File: src/rtl/core/ppic_pkg.sv
// ----------------------------------------------------------------------------
// ppic_pkg
// Shared types and constants of the patch pressure influence coefficient unit.
// ----------------------------------------------------------------------------
package ppic_pkg;

  // signed grid offsets after adding or removing a half width
  localparam int OFS_W = 9;
  // signed Q28 log sum
  localparam int LG_W  = 35;

  // ln 2 in Q30 and pi in Q29
  localparam logic [29:0] LN2_Q30 = 30'd744261118;
  localparam logic [30:0] PI_Q29  = 31'd1686629713;
  // floor(2^62 / pi in Q29), reciprocal for the final scaling by 1/pi
  localparam logic [31:0] PI_RECIP = 32'((64'd1 << 62) / 64'(PI_Q29));

  // register indexes on the configuration port
  localparam logic [1:0] REG_HALF_X  = 2'd0;
  localparam logic [1:0] REG_HALF_Y  = 2'd1;
  localparam logic [1:0] REG_MODULUS = 2'd2;

  // classified word passed from the front end to the back end
  typedef struct packed {
    logic signed [OFS_W-1:0] xp;
    logic signed [OFS_W-1:0] xm;
    logic signed [OFS_W-1:0] yp;
    logic signed [OFS_W-1:0] ym;
    logic [15:0]             load;
  } item_t;

  // request to the log sum unit
  typedef struct packed {
    logic                    start;
    logic signed [OFS_W-1:0] u;
    logic signed [OFS_W-1:0] v;
  } lg_req_t;

  // response from the log sum unit
  typedef struct packed {
    logic                   idle;
    logic                   done;
    logic signed [LG_W-1:0] result;
  } lg_rsp_t;

endpackage

File: src/rtl/core/ppic_fifo.sv
// ----------------------------------------------------------------------------
// ppic_fifo
// Short queue of classified words between the front end and the back end.
// ----------------------------------------------------------------------------
module ppic_fifo #(
  parameter int DEPTH = 4
) (
  input  logic            clk,
  input  logic            rst,
  input  logic            push_valid,
  input  ppic_pkg::item_t push_item,
  output logic            push_ready,
  output logic            pop_valid,
  output ppic_pkg::item_t pop_item,
  input  logic            pop_ready
);
  import ppic_pkg::*;

  localparam int PTR_W = $clog2(DEPTH);
  localparam int CNT_W = $clog2(DEPTH + 1);

  item_t            store [DEPTH];
  logic [PTR_W-1:0] wr_ptr;
  logic [PTR_W-1:0] rd_ptr;
  logic [CNT_W-1:0] count;
  logic             do_push;
  logic             do_pop;

  assign push_ready = (count != CNT_W'(DEPTH));
  assign pop_valid  = (count != '0);
  assign pop_item   = store[rd_ptr];
  assign do_push    = push_valid && push_ready;
  assign do_pop     = pop_valid && pop_ready;

  // storage
  always_ff @(posedge clk) begin
    if (do_push) begin
      store[wr_ptr] <= push_item;
    end
  end

  // pointers and fill count
  always_ff @(posedge clk) begin
    if (rst) begin
      wr_ptr <= '0;
      rd_ptr <= '0;
      count  <= '0;
    end else begin
      if (do_push) begin
        wr_ptr <= (wr_ptr == PTR_W'(DEPTH - 1)) ? '0 : wr_ptr + 1'b1;
      end
      if (do_pop) begin
        rd_ptr <= (rd_ptr == PTR_W'(DEPTH - 1)) ? '0 : rd_ptr + 1'b1;
      end
      if (do_push && !do_pop) begin
        count <= count + 1'b1;
      end else if (do_pop && !do_push) begin
        count <= count - 1'b1;
      end
    end
  end

endmodule

File: config.mk
export PLATFORM = sky130hd
export DESIGN_NAME = ppic_fifo
export DESIGN_NICKNAME = d
export VERILOG_FILES = /design/src/rtl/core/ppic_pkg.sv /design/src/rtl/core/ppic_fifo.sv
export SDC_FILE = /design/constraint.sdc
export NUM_CORES = 1
export LEC_CHECK = 0
export BUFFER_PORTS_ARGS = -buffer_cell sky130_fd_sc_hd__buf_4
export CAP_MARGIN = 20
export CORE_UTILIZATION = 50
export DETAILED_ROUTE_END_ITERATION = 16
export GPL_TIMING_DRIVEN = 0
export MAX_ROUTING_LAYER = met4
export PLACE_DENSITY = 0.71
export SLEW_MARGIN = 20
export SYNTH_ARGS = -nofsm -noshare
export SYNTH_HDL_FRONTEND = slang
export SYNTH_SLANG_ARGS = --single-unit
File: constraint.sdc
create_clock -name clk -period 4.05 [get_ports clk]
set_input_delay 0.405 -clock clk [delete_from_list [all_inputs] [get_ports clk]]
set_output_delay 0.405 -clock clk [all_outputs]
set_load 0.01 [all_outputs]
==> impl_metrics.yaml <==
status:
  run_status: "completed"
finish:
  insertedDiodeCount: 0
  fill_cells: 1063
  drive_above_1_share_pct: 44.3
  final_net_count: 519
  synthToLayoutAreaGrowth_pct: 23.2
clock_tree:
  clock_transition_at_the_registers_of_the_reported_paths_ns: 0.06
  worstSkewPairLatency_ns: 0.49
  clock_sink_total: 217
  cts.repair.resized: 0
  post-cts-setup-buffers: 0
  clock_tree_root_driver_cell: "sky130_fd_sc_hd__clkbuf_16"
  cts_hold_repair.buffers: 0
  cts_buffer_depth: 3
  cts_tree: "built"
  numCtsBuffers: 22
  htree_levels: 1
critical_path:
  cp-end-kind: "primary output"
  path_max_fanout: 10
  criticalPathCategory: "flip-flop to primary output"
  worst-r2r-cell-count: 7
  kind_of_start_point_of_the_critical_path: "flip-flop"
  cp_data_arrival_time_ns: 2.15
  data_required_time_at_the_worst_endpoint_ns: 3.64
detailed_routing:
  vias_per_instance: 5.36
  routed_wl_um: 13600
  routedWlPerCell_um: 19.9
  drc: 0
  drtPass1Iterations: 4
  ant_nets: 0
  routed-via-count: 3662
  dr.first_iter.drc_count: 249
floorplanning:
  placeableCoreArea_mm2: 0.0154
  fp.dieH_um: 128
  num_io_pins: 110
  start_util_pct: 51.8
  design.die.area_mm2: 0.0164
  num_rows: 45
  die_width_um: 128
power_and_ir_drop:
  power.switching_w: 0.00147
  worst_ir_drop_vdd_v: 0.000439
  clockPowerShare_pct: 31.1
  p_comb_share_pct: 22.4
  cellPowerDensity_mw_per_mm2: 611
  internal_power_w: 0.00452
  p_total_w: 0.00599
  switching_fraction_of_total_power_pct: 24.6
  cellLeakagePower_nw: 3.33
  p_seq_share_pct: 46.5
timing:
  fin_crit_ns: 2.56
  worst_case_setup_margin_in_the_final_layout_ns: 1.49
  layout_worst_path_cycle_share_pct: 63.2
  setup_violations: 0
  fin_worst_hold_slack_ns: 0.115
  timing.final.max_slew_violations: 0
  timing.fmax_mhz: 391
  finClkSkew_ns: 0.00648
  rsz0062_at_grt: "no"
  slew-limit-headroom_pct: 55.4
  finalHoldViolCount: 0
  timing_worst_slew_pin_value_ns: 0.664
  fin_tns_setup_ns: 0
logic_synthesis:
  simple_gate_fraction_of_synth_area_pct: 1.34
  yosys.area_share.xor_xnor_pct: 0.220
  synthesized_area_fraction_occupied_by_ao_oa_aoi_and_oai_cells_pct: 0.440
  synthDominantAreaCellType: "sky130_fd_sc_hd__edfxtp_1"
  largest_family_of_logic_cells_by_synthesized_area: "multiplexers"
  synth.cell_area_mm2: 0.00796
  adder_cell_share_of_the_synthesized_area_pct: 1.19
  ys_ff_latch: 217
  yosys-top-cells-area: "sky130_fd_sc_hd__edfxtp_1 (78%), sky130_fd_sc_hd__mux4_2 (15%), sky130_fd_sc_hd__dfxtp_1 (2.3%)"
  post_synth_mux_area_share_pct: 15.1
  ys.warnings.count: 0
  seq_area_frac_synth_pct: 80.7
  synth.net_count: 383
  post-synth-top-area-fraction_pct: 78.4
  post_synth_inst_count: 320
  synthesis.area_per_instance_um2: 24.9
  yosys.cell_types.count: 27
global_routing:
  first_global_vias: 3950
  first_pass_grt_wire_length_um: 21300
  grt-ovfl-total: 0
  antenna_found_initial: 0
  grt_start_max_net_pins: 29
  gr-usage-all-layers_pct: 18.2
hold_path:
  min_path_cells: 1
  min-delay-path-class: "input pin to flip-flop"
placed_design:
  portBuffers: 108
  placement.setup.worst_slack_ns: 1.51
  hpwl_um: 8380
  gpl.final_weighted_congestion: 0.688
flow_run:
  max-cap-violations: 0
## per-stage QoR
step	utilization, %	cell area [µm²]	instances
final	63.8	9810	683
after CTS	63.8	9810	683
after global placement	58.8	9040	639
after detailed placement	59.4	9130	643
after global routing	63.8	9810	683
after floorplan	-	7960	320
## sequential cells by signal, summed over array words and instances (netlist names), named ones only
signal,cells
count,3
rd_ptr,2
store,208
wr_ptr,2
## final cells by class
cell class              count  area (µm²)  area share (%)
clock buffers              28         594            6.06
repair buffers            112         891            9.08
clock inverters            12        81.3           0.829
flip-flops and latches    217        6430            65.5
multi-input cells          86        1470            15.0
plain buffers              14        70.1           0.714
well taps                 211         264            2.69
inverters                   3        11.3           0.115
## cell usage after synthesis
library cell / n
sky130_fd_sc_hd__edfxtp_1: 208
sky130_fd_sc_hd__mux4_2: 52
sky130_fd_sc_hd__dfxtp_1: 9
sky130_fd_sc_hd__ha_1: 6
sky130_fd_sc_hd__and3_2: 4
sky130_fd_sc_hd__clkbuf_1: 4
sky130_fd_sc_hd__buf_2: 3
sky130_fd_sc_hd__buf_4: 3
sky130_fd_sc_hd__inv_1: 3
sky130_fd_sc_hd__mux2i_1: 3
sky130_fd_sc_hd__nor2_1: 3
sky130_fd_sc_hd__a21oi_1: 2
sky130_fd_sc_hd__buf_1: 2
sky130_fd_sc_hd__clkbuf_2: 2
sky130_fd_sc_hd__nand2b_1: 2
sky130_fd_sc_hd__or3_2: 2
sky130_fd_sc_hd__xor2_1: 2
sky130_fd_sc_hd__and2_4: 1
sky130_fd_sc_hd__fa_1: 1
sky130_fd_sc_hd__nand2_1: 1
sky130_fd_sc_hd__nand3_1: 1
sky130_fd_sc_hd__nor3_1: 1
sky130_fd_sc_hd__o21ai_0: 1
sky130_fd_sc_hd__o31ai_1: 1
sky130_fd_sc_hd__o31ai_2: 1
sky130_fd_sc_hd__or3_1: 1
sky130_fd_sc_hd__or3b_1: 1
## power groups by stage
| stage | sequential [W] | clock (W) | combinational (W) |
|---|---|---|---|
| after global placement | 0.00283 | 0 | 0.00132 |
| after floorplan | 0.00281 | 0 | 0.000783 |
| after detailed placement | 0.00283 | 0 | 0.00137 |
| after CTS | 0.00279 | 0.00191 | 0.00138 |
| after global routing | 0.00281 | 0.00199 | 0.00146 |
| final | 0.00279 | 0.00186 | 0.00134 |
## placed cells by master (no fill, tap or decap), types with 2 or more instances in the layout
cell and instances:
sky130_fd_sc_hd__clkinv_2 4, sky130_fd_sc_hd__edfxtp_1 208, sky130_fd_sc_hd__dfxtp_1 9, sky130_fd_sc_hd__buf_12 4, sky130_fd_sc_hd__a21oi_1 2, sky130_fd_sc_hd__inv_1 3, sky130_fd_sc_hd__clkbuf_1 9, sky130_fd_sc_hd__and3_4 4
sky130_fd_sc_hd__nor2_1 3, sky130_fd_sc_hd__buf_4 111, sky130_fd_sc_hd__nand2b_1 2, sky130_fd_sc_hd__or3_2 2, sky130_fd_sc_hd__clkinv_1 6, sky130_fd_sc_hd__ha_1 6, sky130_fd_sc_hd__xor2_1 2, sky130_fd_sc_hd__buf_1 2
sky130_fd_sc_hd__mux2i_1 3, sky130_fd_sc_hd__mux4_2 52, sky130_fd_sc_hd__buf_2 3, sky130_fd_sc_hd__clkbuf_16 23, sky130_fd_sc_hd__clkbuf_2 2
## metal layers
layer | up-vias | share of wire, % | track usage [%]
met1 | 1906 | 41 | 22.6
met4 | 0 | 1.7 | 5.74
li1 | 1631 | - | -
met2 | 104 | 52 | 30.3
met5 | - | 0 | -
met3 | 21 | 5.0 | 3.59
## critical path, cell delays in order, from the launching register on
cell	delay, ns
sky130_fd_sc_hd__dfxtp_1	0.31
sky130_fd_sc_hd__clkbuf_2	0.21
sky130_fd_sc_hd__clkbuf_1	0.55
sky130_fd_sc_hd__mux4_2	0.43
sky130_fd_sc_hd__buf_4	0.16
## cells by family after synthesis
family                   Yosys count
AO/OA/AOI/OAI                      5
XOR/XNOR                           2
adder cells (fa/ha/maj)            7
buffers and inverters             17
flip-flops                       217
multiplexers                      55
AND/OR/NAND/NOR                   17
## path summary, 6_finish.rpt
check / slack (ns) / startpoint / end
max: 1.49 / flip-flop / pop_item[48]
min: 0.12 / push_item[6] / store[0][6]
max reg2reg: 1.49 / count[1] / count[2]
min reg2reg: 0.52 / wr_ptr[1] / wr_ptr[1]
Note: power is estimated with default switching activity, not from simulation.
