==> src/rtl/core/ppic_pkg.sv <==
// ----------------------------------------------------------------------------
// ppic_pkg
// Shared types and constants of the patch pressure influence coefficient unit.
// ----------------------------------------------------------------------------
package ppic_pkg;

  // signed grid offsets after adding or removing a half width
  localparam int OFS_W = 9;
  // signed Q28 log sum
  localparam int LG_W  = 35;

  // ln 2 in Q30 and pi in Q29
  localparam logic [29:0] LN2_Q30 = 30'd744261118;
  localparam logic [30:0] PI_Q29  = 31'd1686629713;
  // floor(2^62 / pi in Q29), reciprocal for the final scaling by 1/pi
  localparam logic [31:0] PI_RECIP = 32'((64'd1 << 62) / 64'(PI_Q29));

  // register indexes on the configuration port
  localparam logic [1:0] REG_HALF_X  = 2'd0;
  localparam logic [1:0] REG_HALF_Y  = 2'd1;
  localparam logic [1:0] REG_MODULUS = 2'd2;

  // classified word passed from the front end to the back end
  typedef struct packed {
    logic signed [OFS_W-1:0] xp;
    logic signed [OFS_W-1:0] xm;
    logic signed [OFS_W-1:0] yp;
    logic signed [OFS_W-1:0] ym;
    logic [15:0]             load;
  } item_t;

  // request to the log sum unit
  typedef struct packed {
    logic                    start;
    logic signed [OFS_W-1:0] u;
    logic signed [OFS_W-1:0] v;
  } lg_req_t;

  // response from the log sum unit
  typedef struct packed {
    logic                   idle;
    logic                   done;
    logic signed [LG_W-1:0] result;
  } lg_rsp_t;

endpackage

==> src/rtl/core/ppic_front.sv <==
// ----------------------------------------------------------------------------
// ppic_front
// Accepts offset words and forms the four leading offsets x+a, x-a, y+b, y-b.
// ----------------------------------------------------------------------------
module ppic_front (
  input  logic              clk,
  input  logic              rst,
  input  logic              item_valid,
  output logic              item_ready,
  input  logic signed [6:0] offset_x,
  input  logic signed [6:0] offset_y,
  input  logic [15:0]       load,
  input  logic [6:0]        half_width_x,
  input  logic [6:0]        half_width_y,
  output logic              push_valid,
  output ppic_pkg::item_t   push_item,
  input  logic              push_ready
);
  import ppic_pkg::*;

  logic                    vld;
  item_t                   held;
  logic signed [OFS_W-1:0] x_ext;
  logic signed [OFS_W-1:0] y_ext;
  logic signed [OFS_W-1:0] a_ext;
  logic signed [OFS_W-1:0] b_ext;

  // sign extend offsets, zero extend half widths
  assign x_ext = {{2{offset_x[6]}}, offset_x};
  assign y_ext = {{2{offset_y[6]}}, offset_y};
  assign a_ext = {2'b00, half_width_x};
  assign b_ext = {2'b00, half_width_y};

  assign item_ready = !vld || push_ready;
  assign push_valid = vld;
  assign push_item  = held;

  // single holding stage in front of the queue
  always_ff @(posedge clk) begin
    if (rst) begin
      vld <= 1'b0;
    end else if (item_valid && item_ready) begin
      vld       <= 1'b1;
      held.xp   <= x_ext + a_ext;
      held.xm   <= x_ext - a_ext;
      held.yp   <= y_ext + b_ext;
      held.ym   <= y_ext - b_ext;
      held.load <= load;
    end else if (push_ready) begin
      vld <= 1'b0;
    end
  end

endmodule

==> config.mk <==
export PLATFORM = sky130hd
export DESIGN_NAME = ppic_front
export DESIGN_NICKNAME = d
export VERILOG_FILES = /design/src/rtl/core/ppic_pkg.sv /design/src/rtl/core/ppic_front.sv
export SDC_FILE = /design/constraint.sdc
export NUM_CORES = 1
export LEC_CHECK = 0
export BUFFER_PORTS_ARGS = -buffer_cell sky130_fd_sc_hd__buf_2
export CAP_MARGIN = 20
export CORE_MARGIN = 8
export CORE_UTILIZATION = 40
export DETAILED_ROUTE_END_ITERATION = 8
export PLACE_DENSITY = 0.64
export SYNTH_ARGS = -nofsm -noshare
export SYNTH_HDL_FRONTEND = slang
export SYNTH_SLANG_ARGS = --single-unit
==> constraint.sdc <==
create_clock -name clk -period 6.12 [get_ports clk]
set_clock_uncertainty 0.2 [all_clocks]
set_input_delay 0.306 -clock clk [delete_from_list [all_inputs] [get_ports clk]]
set_output_delay 0.306 -clock clk [all_outputs]
set_load 0.05 [all_outputs]
==> impl_summary.txt <==
----------------------------------------------------
[Worst setup path]
  Critical path data arrival time ... 1.91 ns
  Kind of launch point of the worst setup path ... input port
  Family of cells with the greatest summed delay on the critical path ... buffers and inverters
  Category of the most critical setup path ... in2reg
  Origin of the worst setup path ... rst
  Reg-to-reg setup timing slack ... 4.15 ns
  Critical path capture point type ... register
  FF-to-FF End ... push_item[50]
  Critical register-to-register path startpoint ... push_valid
  Worst endpoint required time ... 5.87 ns
  Worst setup endpoint ... push_item[50]
  Number of cell instances on the worst register-to-register path ... 3
  Highest-delay cell along the critical path ... sky130_fd_sc_hd__buf_4
  Crit Path Max Fanout ... 47
  Number of buffers and inverters on the critical path ... 3
  Depth of the critical timing path with buffers and inverters included ... 4
  Delay of the slowest cell on the worst path ... 0.57 ns
  Worst path cell trace ... dlygate4sd3_1 -> buf_2 -> nor3b_2 -> buf_4

[Clocking]
  CTS H-tree depth ... 2
  Total clock sinks ... 51
  Clock transition at the register clock pins on the worst setup and hold paths after CTS ... around 0.10 ns
  TritonCTS clock tree ... yes
  Resized Gates After CTS ... 0
  Post-CTS setup buffers ... 0
  CTS Buf Count ... 5
  CTS root buffer ... sky130_fd_sc_hd__clkbuf_8
  Clock latency on the worst-skew pair ... roughly 0.30 ns
  Number of buffers on the longest clock path ... 2
  Hold_buf cts ... 17

[Yosys]
  Number of nets in the synthesized netlist ... 360
  Warnings, synthesis ... 0
  Count of mapped cells out of synthesis ... 276
  Count of flip-flops with a built-in enable after synthesis ... 50
  Seq/Total Area, Yosys ... 48.64%
  Share of synthesized flip-flops with an asynchronous set or reset ... 0%
  Cell area after synthesis ... ~0.0031 mm^2
  Yosys reg bits ... 51
  Post-Syn Area per Cell ... 11.33 um^2
  Number of distinct library cells after synthesis ... 39
  Flip-flop cell with the highest count after synthesis ... sky130_fd_sc_hd__edfxtp_1

[Placement]
  Placement Setup Slack ... about 3.8 ns
  Half-perimeter wire length after placement ... 5.417 mm
  Number of buffers inserted by port buffering ... 101
  Placed standard-cell area ... 0.003711 mm^2
  Routability congestion estimate from global placement ... 0.7519

[STA]
  Final clock period utilization by the worst path ... 35.34%
  Maximum clock frequency ... roughly 460 MHz
  Worst-margin pin slew ... 0.6103 ns
  Final-layout worst hold slack ... 0.04201 ns
  Max-slew headroom at the worst pin ... 59.31%
  Slew Limit Fails ... 0
  Fin crit period ... 2.163 ns
  Setup TNS ... 0 ns
  Post-route setup slack ... between 3 and 4 ns
  Final setup violation count ... 0
  Count of endpoints failing hold in the final timing report ... 0
  Setup repair after global routing missed its margin ... no

[Global route]
  Global-route usage over all layers ... 13.20%
  Remaining global-route overflow ... 0
  Largest net degree at the start of global routing ... 48
  Via count of the first global-routing pass ... 2461
  Initial antenna violation count ... 0
  First-pass GRT wire length ... 11.74 mm

[Detailed routing]
  Count of antenna-violating nets left after detailed routing ... 0
  Total via count after detailed routing ... ~2400
  Wire per inst ... between 10 and 15 um
  Detailed Routing Iterations Pass 1 ... 4
  Drc violations ... 0
  First-iteration detailed-routing DRC count ... 72
  Routed wire length ... 7.027 mm
  Number of vias per cell after detailed routing ... 4.788

[Worst hold path]
  Start point of the worst min-delay path ... item_valid
  Hold WC Path Type ... in2reg

[Layout]
  Multi-input gate area in the final layout ... 0.001418 mm^2
  Sequential cell area in the final layout ... about 0.0015 mm^2
  Fin nets ... between 400 and 500
  Share of final-layout standard cells stronger than drive strength 1 ... 30.53%
  Antenna diode instance count ... 0
  Cell area after layout ... 0.003970 mm^2
  Number of filler instances in the final layout ... 715
  Synthesis-to-finish area growth ... 26.92%

[Floorplan]
  Floorplan die height ... 104.4 um
  Core Region ... 0.007647 mm^2
  Number of top-level pins ... 102
  Standard-cell row count ... 32
  Initial core utilization ... 40.90%
  Horizontal extent of the die ... 104.4 um
  Area of the die ... 0.01091 mm^2

[Job]
  Max Cap Viol ... 0

[Pwr]
  Leakage power of the design ... 0.001755 uW
  Largest voltage drop on the vdd net ... 94.00 uV
  Power per Cell Area ... 222.5 mW/mm^2

[Status]
  Outcome ... finished, final reports clean

----------------------------------------------------
-- metrics by stage --
step                std cells  util (%)  power (uW)
finish                    495     51.91       883.3
global route              495     51.91       935.8
CTS                       495     51.91       895.4
detailed placement        470     48.53       686.0
global placement          470     48.53       681.2
floorplan                 276         -       623.2
-- synthesized netlist by cell type (3+ instances only) --
cell,n,area (um^2)
sky130_fd_sc_hd__xor2_1,4,35.03
sky130_fd_sc_hd__a21o_1,4,30.03
sky130_fd_sc_hd__nor3_1,3,15.01
sky130_fd_sc_hd__or4_1,4,30.03
sky130_fd_sc_hd__o21ai_0,4,20.02
sky130_fd_sc_hd__inv_1,33,123.9
sky130_fd_sc_hd__nand2b_1,17,106.4
sky130_fd_sc_hd__a211oi_1,4,30.03
sky130_fd_sc_hd__edfxtp_1,50,1501
sky130_fd_sc_hd__nand2_1,4,15.01
sky130_fd_sc_hd__ha_1,32,400.4
sky130_fd_sc_hd__nand3_1,6,30.03
sky130_fd_sc_hd__o211ai_1,4,30.03
sky130_fd_sc_hd__buf_4,6,45.04
sky130_fd_sc_hd__xnor2_1,10,87.58
sky130_fd_sc_hd__a21oi_1,22,110.1
sky130_fd_sc_hd__nor2b_1,3,18.77
sky130_fd_sc_hd__nor3b_1,3,22.52
sky130_fd_sc_hd__nor2_1,23,86.33
sky130_fd_sc_hd__fa_1,4,80.08
-- state kept, by name (all words and copies together), names as in the netlist --
signal      count
push_item      50
push_valid      1
-- how the worst min path moves through the flow --
stage                         endpoint  depth (start not counted)
after floorplan             push_valid                          1
after global placement    push_item[9]                          1
after detailed placement  push_item[6]                          1
after CTS                   push_valid                          3
after global routing        push_valid                          3
final                       push_valid                          3
-- layer usage --
metal | GRT usage (%) | vias to the layer above | routed length (um)
met5 | 0 | - | 0
met4 | 5.998 | 0 | 153
met3 | 2.540 | 11 | 248
met2 | 24.27 | 49 | 3739
met1 | 14.19 | 1098 | 2885
li1 | - | 1212 | -
-- cells in the final DEF, fill, tap and decap left out, types with 2 or more instances in the layout --
master and n:
sky130_fd_sc_hd__a2111o_1 2, sky130_fd_sc_hd__a2111oi_0 2, sky130_fd_sc_hd__a211o_1 2, sky130_fd_sc_hd__a211oi_1 4, sky130_fd_sc_hd__a211oi_2 2, sky130_fd_sc_hd__a21o_1 4, sky130_fd_sc_hd__a21oi_1 22, sky130_fd_sc_hd__a221oi_2 2
sky130_fd_sc_hd__a311o_1 2, sky130_fd_sc_hd__and3_1 2, sky130_fd_sc_hd__buf_2 101, sky130_fd_sc_hd__clkbuf_8 5, sky130_fd_sc_hd__dlygate4sd3_1 17, sky130_fd_sc_hd__edfxtp_1 50, sky130_fd_sc_hd__fa_1 4, sky130_fd_sc_hd__ha_1 32
sky130_fd_sc_hd__inv_1 33, sky130_fd_sc_hd__inv_2 2, sky130_fd_sc_hd__mux2i_1 2, sky130_fd_sc_hd__nand2_1 4, sky130_fd_sc_hd__nand2b_1 17, sky130_fd_sc_hd__nand3_1 6, sky130_fd_sc_hd__nor2_1 23, sky130_fd_sc_hd__nor2b_1 3
sky130_fd_sc_hd__nor3_1 3, sky130_fd_sc_hd__nor3b_1 2, sky130_fd_sc_hd__o211ai_1 4, sky130_fd_sc_hd__o21a_1 2, sky130_fd_sc_hd__o21ai_0 4, sky130_fd_sc_hd__o21ai_2 2, sky130_fd_sc_hd__o221ai_1 2, sky130_fd_sc_hd__o22ai_1 2
sky130_fd_sc_hd__o311ai_1 2, sky130_fd_sc_hd__or2_2 2, sky130_fd_sc_hd__or4_1 4, sky130_fd_sc_hd__xnor2_1 10, sky130_fd_sc_hd__xor2_1 4
-- cell type report --
class,count,area share [%]
Multi-Input combinational cell,180,35.71
Clock buffer,6,1.828
Inverter,35,3.309
Sequential cell,51,38.32
Tap cell,102,3.215
Timing Repair Buffer,119,17.21
Clock inverter,2,0.4097
-- power by group --
part	total, uW	internal, uW	switching [uW]
logic	264	89.5	175
registers	420	416	4.63
clock network	199	82.4	116
-- logic make-up after synthesis --
group           count (synthesis)  share of synthesized area [%]
mux                             2                         0.6400
buf+inv                        45                          6.200
fa+ha+maj                      36                          15.36
xor+xnor                       14                          3.920
simple gates                   68                          11.40
flops                          51                          48.64
compound gates                 60                          13.84
-- worst min-delay path, stage by stage --
cell and delay (ns):
sky130_fd_sc_hd__buf_2 0.09, sky130_fd_sc_hd__nor2_1 0.04, sky130_fd_sc_hd__nor2_1 0.07
(Power assumes the default switching activity.)
