===== config.mk =====
export PLATFORM = sky130hd
export DESIGN_NAME = ppic_lgsum
export DESIGN_NICKNAME = d
export VERILOG_FILES = /design/src/rtl/core/ppic_pkg.sv /design/src/rtl/core/ppic_lgsum.sv
export SDC_FILE = /design/constraint.sdc
export NUM_CORES = 2
export LEC_CHECK = 0
export BUFFER_PORTS_ARGS = -buffer_cell sky130_fd_sc_hd__buf_2
export CAP_MARGIN = 15
export CORE_MARGIN = 3
export CORE_UTILIZATION = 71
export CTS_BUF_LIST = sky130_fd_sc_hd__clkbuf_4 sky130_fd_sc_hd__clkbuf_8
export CTS_CLUSTER_SIZE = 25
export DETAILED_ROUTE_END_ITERATION = 7
export PLACE_DENSITY_LB_ADDON = 0.25
export SLEW_MARGIN = 40
export SYNTH_ARGS = -nofsm -noshare
export SYNTH_HDL_FRONTEND = slang
export SYNTH_SLANG_ARGS = --single-unit

===== constraint.sdc =====
create_clock -name clk -period 20.5 [get_ports clk]
set_input_delay 2.05 -clock clk [delete_from_list [all_inputs] [get_ports clk]]
set_output_delay 2.05 -clock clk [all_outputs]
set_load 0.01 [all_outputs]

===== src/rtl/core/ppic_pkg.sv =====
// ----------------------------------------------------------------------------
// ppic_pkg
// Shared types and constants of the patch pressure influence coefficient unit.
// ----------------------------------------------------------------------------
package ppic_pkg;

  // signed grid offsets after adding or removing a half width
  localparam int OFS_W = 9;
  // signed Q28 log sum
  localparam int LG_W  = 35;

  // ln 2 in Q30 and pi in Q29
  localparam logic [29:0] LN2_Q30 = 30'd744261118;
  localparam logic [30:0] PI_Q29  = 31'd1686629713;
  // floor(2^62 / pi in Q29), reciprocal for the final scaling by 1/pi
  localparam logic [31:0] PI_RECIP = 32'((64'd1 << 62) / 64'(PI_Q29));

  // register indexes on the configuration port
  localparam logic [1:0] REG_HALF_X  = 2'd0;
  localparam logic [1:0] REG_HALF_Y  = 2'd1;
  localparam logic [1:0] REG_MODULUS = 2'd2;

  // classified word passed from the front end to the back end
  typedef struct packed {
    logic signed [OFS_W-1:0] xp;
    logic signed [OFS_W-1:0] xm;
    logic signed [OFS_W-1:0] yp;
    logic signed [OFS_W-1:0] ym;
    logic [15:0]             load;
  } item_t;

  // request to the log sum unit
  typedef struct packed {
    logic                    start;
    logic signed [OFS_W-1:0] u;
    logic signed [OFS_W-1:0] v;
  } lg_req_t;

  // response from the log sum unit
  typedef struct packed {
    logic                   idle;
    logic                   done;
    logic signed [LG_W-1:0] result;
  } lg_rsp_t;

endpackage


===== src/rtl/core/ppic_lgsum.sv =====
// ----------------------------------------------------------------------------
// ppic_lgsum
// Iterative ln(u + sqrt(u*u + v*v)) in Q28: bit-serial square root, then a
// log2 by repeated squaring, one bit a cycle, scaled by ln 2.
// ----------------------------------------------------------------------------
module ppic_lgsum (
  input  logic              clk,
  input  logic              rst,
  input  ppic_pkg::lg_req_t req,
  output ppic_pkg::lg_rsp_t rsp
);
  import ppic_pkg::*;

  typedef enum logic [4:0] {
    LG_IDLE  = 5'b00001,
    LG_SQRT  = 5'b00010,
    LG_NORM  = 5'b00100,
    LG_LOG   = 5'b01000,
    LG_SCALE = 5'b10000
  } lg_state_t;

  lg_state_t              state;
  logic [7:0]             au;
  logic [7:0]             av;
  logic                   u_neg;
  logic [16:0]            nsq;
  logic [24:0]            root;
  logic [4:0]             idx;
  logic [30:0]            m;
  logic [3:0]             shift;
  logic [27:0]            frac;
  logic [4:0]             step;
  logic                   pass;
  logic [31:0]            ln1;
  logic signed [LG_W-1:0] result;
  logic                   done;

  logic signed [OFS_W-1:0] u_abs;
  logic signed [OFS_W-1:0] v_abs;
  logic [15:0]             sq_u;
  logic [15:0]             sq_v;
  logic [24:0]             trial;
  logic [49:0]             trial_sq;
  logic                    fits;
  logic [24:0]             root_next;
  logic [25:0]             w_sum;
  logic [61:0]             m_sq;
  logic [31:0]             mm;
  logic [31:0]             lg;
  logic [61:0]             lg_ln;
  logic [31:0]             ln;
  logic signed [LG_W-1:0]  combined;

  // mantissa start value, with a floor of 1.0
  function automatic logic [30:0] norm_start(input logic [25:0] w);
    logic [30:0] r;
    r = (w[25:16] == '0) ? 31'h10000 : {5'b0, w};
    return r;
  endfunction

  // operand magnitudes
  assign u_abs = req.u[OFS_W-1] ? -req.u : req.u;
  assign v_abs = req.v[OFS_W-1] ? -req.v : req.v;
  assign sq_u  = u_abs[7:0] * u_abs[7:0];
  assign sq_v  = v_abs[7:0] * v_abs[7:0];

  // square root trial bit
  assign trial     = root | (25'd1 << idx);
  assign trial_sq  = trial * trial;
  assign fits      = (trial_sq <= {1'b0, nsq, 32'b0});
  assign root_next = fits ? trial : root;
  assign w_sum     = {2'b00, au, 16'b0} + {1'b0, root_next};

  // one squaring step of the mantissa
  assign m_sq = m * m;
  assign mm   = m_sq[61:30];

  // log2 to natural log
  assign lg       = {4'd14 - shift, frac};
  assign lg_ln    = lg * LN2_Q30;
  assign ln       = lg_ln[61:30];
  assign combined = $signed({2'b00, ln, 1'b0}) - $signed({3'b000, ln1});

  assign rsp.idle   = (state == LG_IDLE);
  assign rsp.done   = done;
  assign rsp.result = result;

  // completion pulse as the last scaling step ends
  always_ff @(posedge clk) begin
    if (rst) begin
      done <= 1'b0;
    end else begin
      done <= (state == LG_SCALE) && (pass || !u_neg);
    end
  end

  // sequencer
  always_ff @(posedge clk) begin
    if (rst) begin
      state <= LG_IDLE;
    end else begin
      unique case (state)
        LG_IDLE: begin
          if (req.start) begin
            au    <= u_abs[7:0];
            av    <= v_abs[7:0];
            u_neg <= req.u[OFS_W-1];
            nsq   <= {1'b0, sq_u} + {1'b0, sq_v};
            root  <= '0;
            idx   <= 5'd24;
            pass  <= 1'b0;
            state <= LG_SQRT;
          end
        end
        LG_SQRT: begin
          root <= root_next;
          if (idx == '0) begin
            m     <= norm_start(w_sum);
            shift <= '0;
            state <= LG_NORM;
          end else begin
            idx <= idx - 1'b1;
          end
        end
        LG_NORM: begin
          if (m[30]) begin
            step  <= '0;
            state <= LG_LOG;
          end else begin
            m     <= {m[29:0], 1'b0};
            shift <= shift + 1'b1;
          end
        end
        LG_LOG: begin
          m    <= mm[31] ? mm[31:1] : mm[30:0];
          frac <= {frac[26:0], mm[31]};
          if (step == 5'd27) begin
            state <= LG_SCALE;
          end else begin
            step <= step + 1'b1;
          end
        end
        LG_SCALE: begin
          if (!pass) begin
            ln1 <= ln;
            if (u_neg) begin
              // negative u: 2 ln|v| - ln(|u| + sqrt)
              pass  <= 1'b1;
              m     <= norm_start({2'b00, av, 16'b0});
              shift <= '0;
              state <= LG_NORM;
            end else begin
              result <= $signed({3'b000, ln});
              state  <= LG_IDLE;
            end
          end else begin
            result <= combined;
            state  <= LG_IDLE;
          end
        end
        default: state <= LG_IDLE;
      endcase
    end
  end

endmodule


==> implementation parameters <==
Parameter                              Value

Global routing
  Met3 Track Usage GR    approximately 7.7%
  Layer carrying the most global-route usage    met2
  GR Layer Usage met2    around 62%
  Number of antenna violations at the first check in global routing    6
  Grt met1 use    between 40 and 50%
  Pin count of the biggest net entering global routing    35
  Vias in the first global route    approximately 59000
  Remaining global-route overflow    0
  First-pass GRT wire length    315.9 mm
  All-layer global routing usage    between 30% and 40%

Clock tree
  Sink Count    205
  Number of H-tree levels    2
  Hold-fix buffer count after cts    0
  Cells resized by post-CTS repair    0
  Clock buffers created by TritonCTS    36
  CTS tree    built
  Clk pin slew, worst setup/hold paths    approximately 0.070 ns
  Number of buffers inserted to repair setup after CTS    0
  Cell at the root of the clock tree    sky130_fd_sc_hd__clkbuf_8
  Number of buffers between clock root and the deepest sink    3
  Clk_lat worst skew    around 0.61 ns

Timing
  Max-slew headroom    41.69%
  Minimum clock period after layout    about 16 ns
  Unrepaired setup endpoints after global routing    false
  Clock skew    roughly 0.045 ns
  Final number of max-transition violations    0
  Total negative slack    0 ns
  # setup viols final    0
  Post-route fraction of the period consumed by the critical path    78.75%
  Number of failing hold endpoints at the final stage    0
  Worst slew pin tran    roughly 0.87 ns
  Max frequency    around 0.062 GHz

Synth
  Count of flip-flops with a built-in enable after synthesis    between 150 and 200
  Ys Warns    0
  Post-synthesis area per instance    between 9 and 10 um2
  Cell area after synthesis    between 70000 and 80000 um2
  Top cell type's share of synthesized area    45.01%
  Commonest register cell after synthesis    sky130_fd_sc_hd__edfxtp_1
  Gate count of the mapped netlist    about 7700
  Count of distinct cell types in the synthesized netlist    88
  Mapped Nets    ~10000
  Ys async rst share    0%
  Cell type with the largest total area after synthesis    sky130_fd_sc_hd__fa_1
  Sequential area share after synthesis    under 10%
  Register bit count reported by yosys    roughly 210
  Largest cells by area after synthesis    sky130_fd_sc_hd__fa_1, sky130_fd_sc_hd__ha_1, sky130_fd_sc_hd__inv_1, sky130_fd_sc_hd__edfxtp_1, sky130_fd_sc_hd__nand2_1

Floorplanning
  Die area    107800 um2
  Die width    between 300 and 400 um
  Core Region    slightly above 100000 um2
  Core Rows    117
  Top-level I/O count    58
  Die H    around 330 um
  Initial standard-cell utilization of the core    a little under three quarters

Detailed routing
  Average detailed-routed wire length per instance    21.22 um
  Via Count    about 53000
  Antenna-violating nets left    0
  Drt pass-1 iters    7
  Violation count after the first detailed-routing iteration    about 4400
  Vias per std cell    around 5.9
  DRC violations left    0
  DRT Wirelength    between 150 and 200 mm

Critical path
  Delay contributed by the slowest stage of the critical path    ~0.70 ns
  Worst path required time    roughly 21 ns
  Count of buffer and inverter cells on the critical path    4
  CP top delay family    compound AO/OA/AOI/OAI gates
  Startpoint class of the critical path    register
  Critical setup path kind    reg2reg
  Maximum fanout count along the critical path    28
  Cell repeated most along the worst path    sky130_fd_sc_hd__fa_1
  Capturing element type of the critical path    register
  Crit path arrival time    around 16 ns
  Crit path max-delay cell type    sky130_fd_sc_hd__edfxtp_1

Run
  Max-Cap Viols    0

Final layout
  Share of layout cells above drive strength 1    around 3.9%
  Signed area change from the synthesized netlist to the final layout    3.903%
  Number of inserted filler cells in the final layout    slightly above 7000
  # nets final    10270

Placement
  Last weighted congestion value of the routability-driven placer    between 0.9 and 1
  Number of buffer cells added on primary ports    57
  HPWL reported at the end of detailed placement    about 160 mm

Worst hold path
  Worst min-delay path category    reg2reg

Outcome
  Result of the run    complete, no violations
worst paths after layout:
check	end	slack, ns	from	depth (start not counted)
setup reg to reg	m[13]	4.36	idx[2]	48
hold / removal	idx[3]	0.59	state[1]	1
setup / recovery	m[13]	4.36	idx[2]	48
hold reg to reg	idx[3]	0.59	state[1]	1
Yosys cell counts (all sizes together) (25+ instances only):
cell and number:
buf 26, ha 890, a21o 106, o21a 29
nand2b 28, inv 2245, nand3 45, xnor2 127
and3 37, nor2 390, o31ai 25, o21ai 137
clkbuf 179, fa 1658, nor3 57, nand4 37
a31oi 34, edfxtp 199, a211oi 28, xor2 67
a21oi 245, o21bai 37, and2 188, nand2 588
nor2b 38
flip-flops by register name, summed over array words and instances (netlist names), 8 cells and up:
register  cells
result       34
ln1          32
m            31
frac         28
root         25
nsq          17
au            8
av            8
kinds of logic (layout without fill, tap and decap cells):
kind of cell	after synthesis	after routing	synth area share (%)
fa+ha+maj	2548	2548	60.12
simple gates	1493	1493	9.314
xor+xnor	194	194	2.304
mux	26	26	0.3818
other cells	0	6	0
compound gates	785	785	7.049
flops	205	205	8.267
buf+inv	2460	2474	12.57
layer usage:
metal  vias to the layer above  wire length [um]  part of all wire, %
met5                         -                60                0.031
met3                       612             18380                  9.5
met1                     26710             70970                   37
li1                      23390                 -                    -
met4                         4             11540                  6.0
met2                      2662             92130                   48
worst reg2reg max path: cells and delay by family, from the launching register on:
| family | cells | cell delay (ns) |
|---|---|---|
| AO/OA/AOI/OAI | 18 | 5.22 |
| XOR/XNOR | 2 | 0.28 |
| adder cells (fa/ha/maj) | 10 | 4.46 |
| buffers and inverters | 4 | 1.11 |
| flip-flops | 1 | 0.70 |
| AND/OR/NAND/NOR | 14 | 4.08 |
metrics by stage:
step | std cells | hold WS [ns] | cell area (um2) | utilization [%] | setup WS, ns
finish | 9099 | 0.5919 | 76610 | 74.76 | 4.357
global route | 9097 | 0.5978 | 76610 | 74.76 | 3.481
CTS | 9088 | 0.5898 | 76510 | 74.67 | 4.476
detailed placement | 9026 | 0.5539 | 75800 | 73.97 | 4.547
global placement | 9011 | 0.5409 | 75580 | 73.76 | 4.942
floorplan | 7711 | 0.4845 | 73740 | - | 7.146
cell usage in the layout (no fill, tap or decap), types with 11 or more instances in the layout:
| cell | Yosys | routed |
|---|---|---|
| sky130_fd_sc_hd__a211oi_1 | 28 | 28 |
| sky130_fd_sc_hd__nand4_1 | 37 | 37 |
| sky130_fd_sc_hd__nand2b_1 | 28 | 28 |
| sky130_fd_sc_hd__ha_1 | 890 | 890 |
| sky130_fd_sc_hd__nor3_1 | 57 | 55 |
| sky130_fd_sc_hd__nor2_1 | 390 | 386 |
| sky130_fd_sc_hd__o211ai_1 | 12 | 12 |
| sky130_fd_sc_hd__buf_6 | 2 | 14 |
| sky130_fd_sc_hd__inv_1 | 2243 | 2241 |
| sky130_fd_sc_hd__edfxtp_1 | 199 | 199 |
| sky130_fd_sc_hd__a221oi_1 | 13 | 12 |
| sky130_fd_sc_hd__a21oi_1 | 244 | 241 |
| sky130_fd_sc_hd__xnor2_1 | 127 | 126 |
| sky130_fd_sc_hd__mux2_2 | 17 | 17 |
| sky130_fd_sc_hd__o21a_1 | 29 | 29 |
| sky130_fd_sc_hd__buf_4 | 4 | 80 |
| sky130_fd_sc_hd__buf_2 | 2 | 58 |
| sky130_fd_sc_hd__and3_1 | 37 | 37 |
| sky130_fd_sc_hd__nand3_1 | 45 | 45 |
| sky130_fd_sc_hd__clkbuf_8 | 0 | 37 |
| sky130_fd_sc_hd__nor4_1 | 12 | 11 |
| sky130_fd_sc_hd__nor2b_1 | 38 | 38 |
| sky130_fd_sc_hd__xor2_1 | 67 | 66 |
| sky130_fd_sc_hd__o21bai_1 | 37 | 37 |
| sky130_fd_sc_hd__or2_2 | 14 | 14 |
| sky130_fd_sc_hd__a31oi_1 | 34 | 32 |
| sky130_fd_sc_hd__fa_1 | 1658 | 1658 |
| sky130_fd_sc_hd__o31ai_1 | 13 | 13 |
| sky130_fd_sc_hd__and2_1 | 188 | 188 |
| sky130_fd_sc_hd__nand2_1 | 588 | 587 |
| sky130_fd_sc_hd__or3_1 | 15 | 15 |
| sky130_fd_sc_hd__a21o_1 | 106 | 105 |
| sky130_fd_sc_hd__o21ai_0 | 135 | 135 |
| sky130_fd_sc_hd__clkinv_1 | 10 | 13 |
| sky130_fd_sc_hd__a222oi_1 | 11 | 11 |
area by class of cell:
type	count	area, um2	share of cell area, %
Inverter	2255	8464	11.05
Sequential cell	205	6096	7.957
Multi-Input combinational cell	5046	58490	76.34
Tap cell	1368	1712	2.234
Clock inverter	18	152.6	0.1992
Antenna cell	6	15.01	0.01960
Timing Repair Buffer	157	1124	1.467
Clock buffer	44	561.8	0.7333
Power is not shown: default switching activity piles up to over one toggle a cycle in this logic, so the estimate is an artifact.
